`src/design/isac_pkg.sv`:
```
// Shared types and constants for the integer array sorter.
// No dependencies; compile first.
package isac_pkg;

    localparam int CAPACITY = 16;
    localparam int DATA_W   = 32;

    // Broadcast from the top level to every cell.
    typedef struct packed {
        logic                     insert;
        logic                     shift;
        logic signed [DATA_W-1:0] key;
    } cell_ctrl_t;

    // What one cell shows to its neighbours.
    typedef struct packed {
        logic                     valid;
        logic                     gt;
        logic signed [DATA_W-1:0] value;
    } cell_link_t;

endpackage

```
`src/design/isac_if.sv`:
```
// Handshake channels for the integer array sorter: input and result item.
// Depends on isac_pkg.
interface isac_in_if;
    import isac_pkg::*;

    logic                     valid;
    logic                     ready;
    logic signed [DATA_W-1:0] value;
    logic                     last;

    modport source (output valid, output value, output last, input ready);
    modport sink   (input valid, input value, input last, output ready);
endinterface

interface isac_out_if;
    import isac_pkg::*;

    logic                     valid;
    logic                     ready;
    logic signed [DATA_W-1:0] sorted_value;
    logic                     final_res;
    logic                     truncated;

    modport source (output valid, output sorted_value, output final_res,
                    output truncated, input ready);
    modport sink   (input valid, input sorted_value, input final_res,
                    input truncated, output ready);
endinterface

```
`src/design/isac_cell.sv`:
```
// One cell of the sorting chain: holds one element, inserts in order, drains left.
// Depends on isac_pkg.
module isac_cell
    import isac_pkg::*;
(
    input  logic       clk,
    input  logic       rst_n,
    input  cell_ctrl_t ctrl,
    input  cell_link_t prev,
    input  cell_link_t next,
    output cell_link_t link
);

    logic                     valid_reg, valid_next;
    logic signed [DATA_W-1:0] value_reg, value_next;
    logic                     gt;

    assign gt = valid_reg && (value_reg > ctrl.key);

    always_comb
    begin
        valid_next = valid_reg;
        value_next = value_reg;
        if (ctrl.shift)
        begin
            valid_next = next.valid;
            value_next = next.value;
        end
        else if (ctrl.insert && (gt || !valid_reg))
        begin
            // larger elements move right; the key lands at the boundary
            if (prev.gt)
            begin
                valid_next = 1'b1;
                value_next = prev.value;
            end
            else if (prev.valid)
            begin
                valid_next = 1'b1;
                value_next = ctrl.key;
            end
        end
    end

    always_ff @(posedge clk or negedge rst_n)
    begin
        if (!rst_n)
            valid_reg <= 1'b0;
        else
            valid_reg <= valid_next;
    end

    always_ff @(posedge clk)
    begin
        value_reg <= value_next;
    end

    assign link.valid = valid_reg;
    assign link.gt    = gt;
    assign link.value = value_reg;

endmodule

```
`src/design/integer_array_sorter_core.sv`:
```
// Top level of the integer array sorter: a chain of insertion cells.
// Depends on isac_pkg, isac_if and isac_cell.
//
//  channel  modport  fields                                  role
//  feed     sink     value, last                             elements of a set
//  result   source   sorted_value, final_res, truncated      sorted elements
//
// Loading takes one element per cycle; each is put in order as it arrives.
// The element flagged last closes the set; the k kept elements, k = min(n, CAPACITY),
// then leave one per cycle from the head of the chain, and feed is not ready until
// the final one is taken. A stall on result holds the chain. Reset empties the chain.
module integer_array_sorter_core
    import isac_pkg::*;
(
    input  logic clk,
    input  logic rst_n,
    isac_in_if.sink    feed,
    isac_out_if.source result
);

    typedef enum logic {LOAD, DRAIN} state_t;

    state_t     state_reg, state_next;
    logic       ovf_reg, ovf_next;
    cell_ctrl_t ctrl;
    cell_link_t links [CAPACITY];
    cell_link_t head_prev;
    cell_link_t tail_next;
    logic       feed_fire;
    logic       out_fire;
    logic       full;

    assign full      = links[CAPACITY-1].valid;
    assign feed_fire = feed.valid && feed.ready;
    assign out_fire  = result.valid && result.ready;

    assign feed.ready = (state_reg == LOAD);

    assign ctrl.insert = feed_fire && !full;
    assign ctrl.shift  = out_fire;
    assign ctrl.key    = feed.value;

    assign head_prev.valid = 1'b1;
    assign head_prev.gt    = 1'b0;
    assign head_prev.value = '0;
    assign tail_next.valid = 1'b0;
    assign tail_next.gt    = 1'b0;
    assign tail_next.value = '0;

    for (genvar i = 0; i < CAPACITY; i++)
    begin : g_cell
        isac_cell u_cell (
            .clk   (clk),
            .rst_n (rst_n),
            .ctrl  (ctrl),
            .prev  ((i == 0) ? head_prev : links[(i == 0) ? 0 : i-1]),
            .next  ((i == CAPACITY-1) ? tail_next
                                      : links[(i == CAPACITY-1) ? i : i+1]),
            .link  (links[i])
        );
    end

    assign result.valid        = (state_reg == DRAIN) && links[0].valid;
    assign result.sorted_value = links[0].value;
    assign result.final_res    = !links[1].valid;
    assign result.truncated    = ovf_reg;

    always_comb
    begin
        state_next = state_reg;
        ovf_next   = ovf_reg;
        case (state_reg)
            LOAD:
            begin
                if (feed_fire)
                begin
                    // drop the element once the chain is full
                    if (full)
                        ovf_next = 1'b1;
                    if (feed.last)
                        state_next = DRAIN;
                end
            end
            DRAIN:
            begin
                if (out_fire && result.final_res)
                begin
                    state_next = LOAD;
                    ovf_next   = 1'b0;
                end
            end
            default:
            begin
                state_next = LOAD;
                ovf_next   = 1'b0;
            end
        endcase
    end

    always_ff @(posedge clk or negedge rst_n)
    begin
        if (!rst_n)
        begin
            state_reg <= LOAD;
            ovf_reg   <= 1'b0;
        end
        else
        begin
            state_reg <= state_next;
            ovf_reg   <= ovf_next;
        end
    end

endmodule

```
`src/flat_wrapper.sv`:
```
// flat-port wrapper written by rule: the top's interface ports become plain ports
module integer_array_sorter_core_flat import isac_pkg::*;
  (clk, rst_n, feed_valid, feed_value, feed_last, feed_ready, result_valid, result_sorted_value, result_final_res, result_truncated, result_ready);
  isac_in_if feed_i ();
  isac_out_if result_i ();
  input  logic clk;
  input  logic rst_n;
  input wire logic [$bits(feed_i.valid)-1:0] feed_valid;
  input wire logic [$bits(feed_i.value)-1:0] feed_value;
  input wire logic [$bits(feed_i.last)-1:0] feed_last;
  output wire logic [$bits(feed_i.ready)-1:0] feed_ready;
  output wire logic [$bits(result_i.valid)-1:0] result_valid;
  output wire logic [$bits(result_i.sorted_value)-1:0] result_sorted_value;
  output wire logic [$bits(result_i.final_res)-1:0] result_final_res;
  output wire logic [$bits(result_i.truncated)-1:0] result_truncated;
  input wire logic [$bits(result_i.ready)-1:0] result_ready;
  assign feed_i.valid = feed_valid;
  assign feed_i.value = feed_value;
  assign feed_i.last = feed_last;
  assign feed_ready = feed_i.ready;
  assign result_valid = result_i.valid;
  assign result_sorted_value = result_i.sorted_value;
  assign result_final_res = result_i.final_res;
  assign result_truncated = result_i.truncated;
  assign result_i.ready = result_ready;
  integer_array_sorter_core u_core (.clk(clk), .rst_n(rst_n), .feed(feed_i), .result(result_i));
endmodule
```
`config.mk`:
```
export PLATFORM = sky130hd
export DESIGN_NAME = integer_array_sorter_core_flat
export DESIGN_NICKNAME = d
export VERILOG_FILES = /design/src/design/isac_pkg.sv /design/src/design/isac_if.sv /design/src/design/isac_cell.sv /design/src/design/integer_array_sorter_core.sv /design/src/flat_wrapper.sv
export SDC_FILE = /design/constraint.sdc
export NUM_CORES = 2
export LEC_CHECK = 0
export BUFFER_PORTS_ARGS = -buffer_cell sky130_fd_sc_hd__buf_2
export CAP_MARGIN = 10
export CORE_MARGIN = 8
export CORE_UTILIZATION = 58
export DETAILED_ROUTE_END_ITERATION = 8
export PLACE_DENSITY_LB_ADDON = 0.08
export SKIP_CTS_REPAIR_TIMING = 1
export SLEW_MARGIN = 20
export SYNTH_ARGS = -nofsm -noshare
export SYNTH_HDL_FRONTEND = slang
export SYNTH_SLANG_ARGS = --single-unit
export TNS_END_PERCENT = 50
```
`constraint.sdc`:
```
create_clock -name clk -period 5.05 [get_ports clk]
set_clock_uncertainty 0.1 [all_clocks]
set_input_delay 1.01 -clock clk [delete_from_list [all_inputs] [get_ports clk]]
set_output_delay 1.01 -clock clk [all_outputs]
set_load 0.02 [all_outputs]
```
# Word level (Yosys, flattened, before mapping)
# Cells that the tools add are included.
# totals
out_inout_bits	36
ff_bits	530
# op_classes
n_mux	130
order_cmp	16
reduce_logical	118
eq_ne	3
n_bitwise	1
# ops
cell	count
32-bit 2-to-1 mux	60
32-bit > comparator	16
1-bit 2-to-1 mux	68
3-bit nonzero test	15
1-bit logical AND	37
2-bit nonzero test	17
2-bit AND reduction	16
1-bit zero test	16
1-bit logical OR	16
2-bit inequality test (second input constant)	3
1-bit one-hot mux with 2 select lines	2
3-bit AND reduction	1
1-bit NOT	1

# Depth between registers and ports, before layout
# depth
depth_word	6
depth_mapped	12

# Cells and area by module
# From an unflattened synthesis, not the netlist that was laid out.
# unflattened
hier_cells	4397
hier_area_um2	41304.6
# modules_own_cells
module	cells_per_inst	area_per_inst_um2	n_inst
isac_cell	274	2573.7	16
integer_array_sorter_core	13	125.1	1

# Worst setup path before layout
# No wires, ideal clock.
# synth_timing
kind	input to register
startpoint	in feed_value[27]
endpoint	reg u_core.g_cell[13].u_cell.value_reg[0] (enable)
path_buffers	2
t_arrival_ps	5110
slack_ps	-600
stages	10
cell_sequence	inv_1 ha_1 nand4_1 nor4_1 or3b_1 and4_1 clkbuf_1 clkbuf_1 or3b_2 a31oi_1
# synth_between
elab_chain_len	6
# synth_lines
item	line	source
from (decl)	flat_wrapper.sv:9	input wire logic [$bits(feed_i.value)-1:0] feed_value;
32-bit > comparator	isac_cell.sv:18	assign gt = valid_reg && (value_reg > ctrl.key);
1-bit logical AND	isac_cell.sv:18	
1-bit logical OR	isac_cell.sv:29	else if (ctrl.insert && (gt || !valid_reg))
1-bit logical AND	isac_cell.sv:29	
2-bit nonzero test (no source line)	--	
2-bit AND reduction (no source line) *	--	
to (signal assigned)	isac_cell.sv:55	value_reg <= value_next;
to (decl)	isac_cell.sv:15	logic signed [DATA_W-1:0] value_reg, value_next;
# Every way passes the cells marked *; elsewhere a longest branch is shown, timed or not.
# A chain may end at the register's enable or synchronous reset.

# Worst setup path after layout
# layout_timing
startpoint	in feed_value[4]
endpoint	reg u_core.g_cell[13].u_cell.value_reg[24], data pin
# layout_between
elab_chain_len	5
# layout_lines
item	line	source
32-bit > comparator	isac_cell.sv:18	
1-bit logical AND	isac_cell.sv:18	
32-bit 2-to-1 mux	isac_cell.sv:32	if (prev.gt)
32-bit 2-to-1 mux	isac_cell.sv:29	
32-bit 2-to-1 mux	isac_cell.sv:24	if (ctrl.shift)
net u_core.g_cell[13].u_cell.value_next[24]	isac_cell.sv:15	
# The timed path passes the listed nets, and every way through them passes these cells. The select of a mux whose other input is x is not followed.

==> impl_metrics.toml <==
[floorplanning]
initial_core_util = 0.583
placement_rows = 95
die_x_extent_um = 275
coreArea_um2 = 66800
fp.dieH_um = 275
pin_count = 73
design.die.area_um2 = 75700

[power]
power_density_nw_per_um2 = 727
power_report.internal_total_mw = 17.3
combPwrFrac = 0.507
switching_share = 0.451
share_of_power_burned_in_registers = 0.345
net-switching-power_mw = 14.2
power_frac_clock = 0.148
cellLeakagePower_nw = 17.2
peakVddDrop_v = 0.000370

[place]
gpl.final_weighted_congestion = 0.952
placed_area_um2 = 41200
pre_cts_setup_slack_ns = 0.308
dpl.hpwl_um = 102000
cells_after_dpl = 5047
port-buffer-count = 72

[synth]
mappedNetlistArea_um2 = 39000
synth_nets = 4762
synth-seq-cells = 530
synth.lib_cells_used.distinct = 65
synth_area_per_cell_um2 = 9.18
synth-edff-count = 480
dominantRegCellSynth = "sky130_fd_sc_hd__edfxtp_1"
yosys.area.top_type = "sky130_fd_sc_hd__edfxtp_1"
synth-seq-area-share = 0.398
netlist_instances = 4245
async_flop_share = 0.0340
yosys.area.top_type_share = 0.370
synthesis_warning_total = 0
synth.top_cells.by_area = "sky130_fd_sc_hd__edfxtp_1 (37%), sky130_fd_sc_hd__ha_1 (15%), sky130_fd_sc_hd__a31oi_1 (4.8%), sky130_fd_sc_hd__a21oi_1 (4.0%), sky130_fd_sc_hd__nand3_1 (3.9%)"

[clocking]
clkTransAtPathRegs_ns = 0.06
clock_tree.htree_level_count = 2
insertion_delay_ns = 0.66
buffer_levels_on_the_longest_clock_path = 3
clock-root-buffer = "sky130_fd_sc_hd__clkbuf_16"
tritoncts.num_buffers = 61
clock-sinks = 530
tritoncts = "built"

[sta]
max-slew-margin-rel = 0.395
layout_setup_ws_ns = 0.885
fin_crit_sh = 0.825
tightest_slew_ns = 0.904
rsz0062_at_grt = "false"
layout_min_cycle_time_ns = 4.16
finalSetupViolations = 0
achievable-frequency_mhz = 240
timing.final.hold_violations = 0
number_of_max_slew_violations_in_the_final_report = 0

[finish]
layout.cell_area.non_filler_um2 = 43300
drive_gt1_frac = 0.111
relative_area_change_from_synthesis_to_final_layout_pct = 11.1
fin_cells = 5162
post_layout_net_count = 4754
diodes = 0
top_library_cells_by_usage_in_the_layout_fill_and_taps_aside = "sky130_fd_sc_hd__ha_1 (480), sky130_fd_sc_hd__edfxtp_1 (480), sky130_fd_sc_hd__nand2_1 (403), sky130_fd_sc_hd__nor2_1 (355), sky130_fd_sc_hd__a21oi_1 (311)"
largest_reg_flops = 512

[setup_path]
worst_path_largest_cell_delay_ns = 0.66
cp_top_family = "compound AO/OA/AOI/OAI gates"
crit_slowest_cell = "sky130_fd_sc_hd__or4b_4"
end_kind = "flip-flop"
crit_top_cell = "sky130_fd_sc_hd__a221o_1"
cp_cell_sequence = "buf_2 > inv_1 > ha_1 > a21oi_1 > o21ai_0 > a221o_1 > o311a_1 > or4b_4 > and2_1 > buf_4 > a221o_1"
crit_type = "input port to flip-flop"
critical_path.startpoint_type = "input port"
crit_path_max_fanout = 32
timing.critical_path.arrival_ns = 4.46
critical_path_buf_inv_count = 3
worstPathRequired_ns = 5.35

[global_routing]
grt_start_max_net_pins = 120
first_pass_grt_wire_length_um = 202000
antenna_violations_before_repair = 0
grt_use_total = 0.340
overflow = 0
grt_pass1_vias = 33900

[routing]
total_number_of_vias = 36300
detailedRoute.firstIterationViolations = 5249
detailedRoute.firstPassIterationCount = 6
final_antenna_net_count = 0
avgRoutedWirePerCell_um = 25.7
drt_wl_total_um = 132000
vias_per_cell = 7.02
drc = 0

[flow_run]
max_cap_viol_count = 0

[worst_hold_path]
min-delay-path-class = "input port to async pin"

[run_status]
outcome = "completed"
per-layer routing:
metal	part of all wire	track usage	vias to the layer above
li1	-	-	16600
met1	0.42	0.488	17300
met2	0.44	0.518	2161
met3	0.12	0.0636	229
met4	0.030	0.101	0
met5	0	0	-
synth_stat cells (all sizes together) (20+ instances only):
cell type,count
dfxtp,32
clkbuf,330
nor2,356
nand3,307
a31oi,302
nand4,102
ha,480
inv,74
o211ai,88
nor2b,30
o2111ai,34
a32oi,32
a221o,68
buf,21
o21a,20
nor3,70
nand2,406
a21oi,314
a211o,34
o21ai,280
o31ai,77
or4b,63
a21o,56
edfxtp,480
cells by family (layout without fill, tap and decap cells):
family,after synthesis,in the layout,share of synthesized area
AO/OA/AOI/OAI,1383,1383,0.229
XOR/XNOR,9,9,0.00202
adder cells (fa/ha/maj),480,480,0.154
buffers and inverters,425,469,0.0421
flip-flops,530,530,0.398
AND/OR/NAND/NOR,1418,1418,0.175
power groups by stage:
stage / combinational, mW / clock, mW / sequential (mW)
2_1_floorplan: 11.1 / 0 / 10.0
3_3_place_gp: 15.2 / 0 / 10.7
3_5_place_dp: 15.6 / 0 / 10.8
4_1_cts: 15.7 / 4.67 / 10.7
5_1_grt: 17.6 / 4.83 / 11.0
6_report: 16.0 / 4.65 / 10.9
metrics by stage:
step	total power, mW	hold WS (ns)	utilization	TNS [ns]
final	31.5	0.342	0.648	0
after global routing	33.4	0.349	0.648	0
after CTS	31.1	0.314	0.648	0
after detailed placement	26.3	0.393	0.617	0
after global placement	25.9	0.386	0.617	0
after floorplan	21.2	0.371	-	-77.82
path summary, 6_finish.rpt:
path | start | end | slack, ns | depth (start not counted)
min | rst_n | u_core.g_cell[7].u_cell.valid_reg | 0.34 | 1
max in group asynchronous | rst_n | u_core.g_cell[9].u_cell.valid_reg | 4.01 | 1
max reg2reg | u_core.g_cell[12].u_cell.value_reg[7] | u_core.g_cell[13].u_cell.value_reg[24] | 1.19 | 9
min in group clk | u_core.g_cell[15].u_cell.value_reg[15] | u_core.g_cell[15].u_cell.value_reg[15] | 0.40 | 2
max | feed_value[4] | u_core.g_cell[13].u_cell.value_reg[24] | 0.89 | 11
min reg2reg | u_core.g_cell[15].u_cell.value_reg[15] | u_core.g_cell[15].u_cell.value_reg[15] | 0.40 | 2
cell type report:
type / count / area [um2]
multi-input combinational: 3290 / 22100
sequential: 530 / 15500
tap: 873 / 1090
inverter: 74 / 278
clock inverter: 25 / 220
clock buffer: 90 / 1850
fill: 5609 / 23500
timing repair buffer: 280 / 2210
Power figures use the tool's default switching activity.
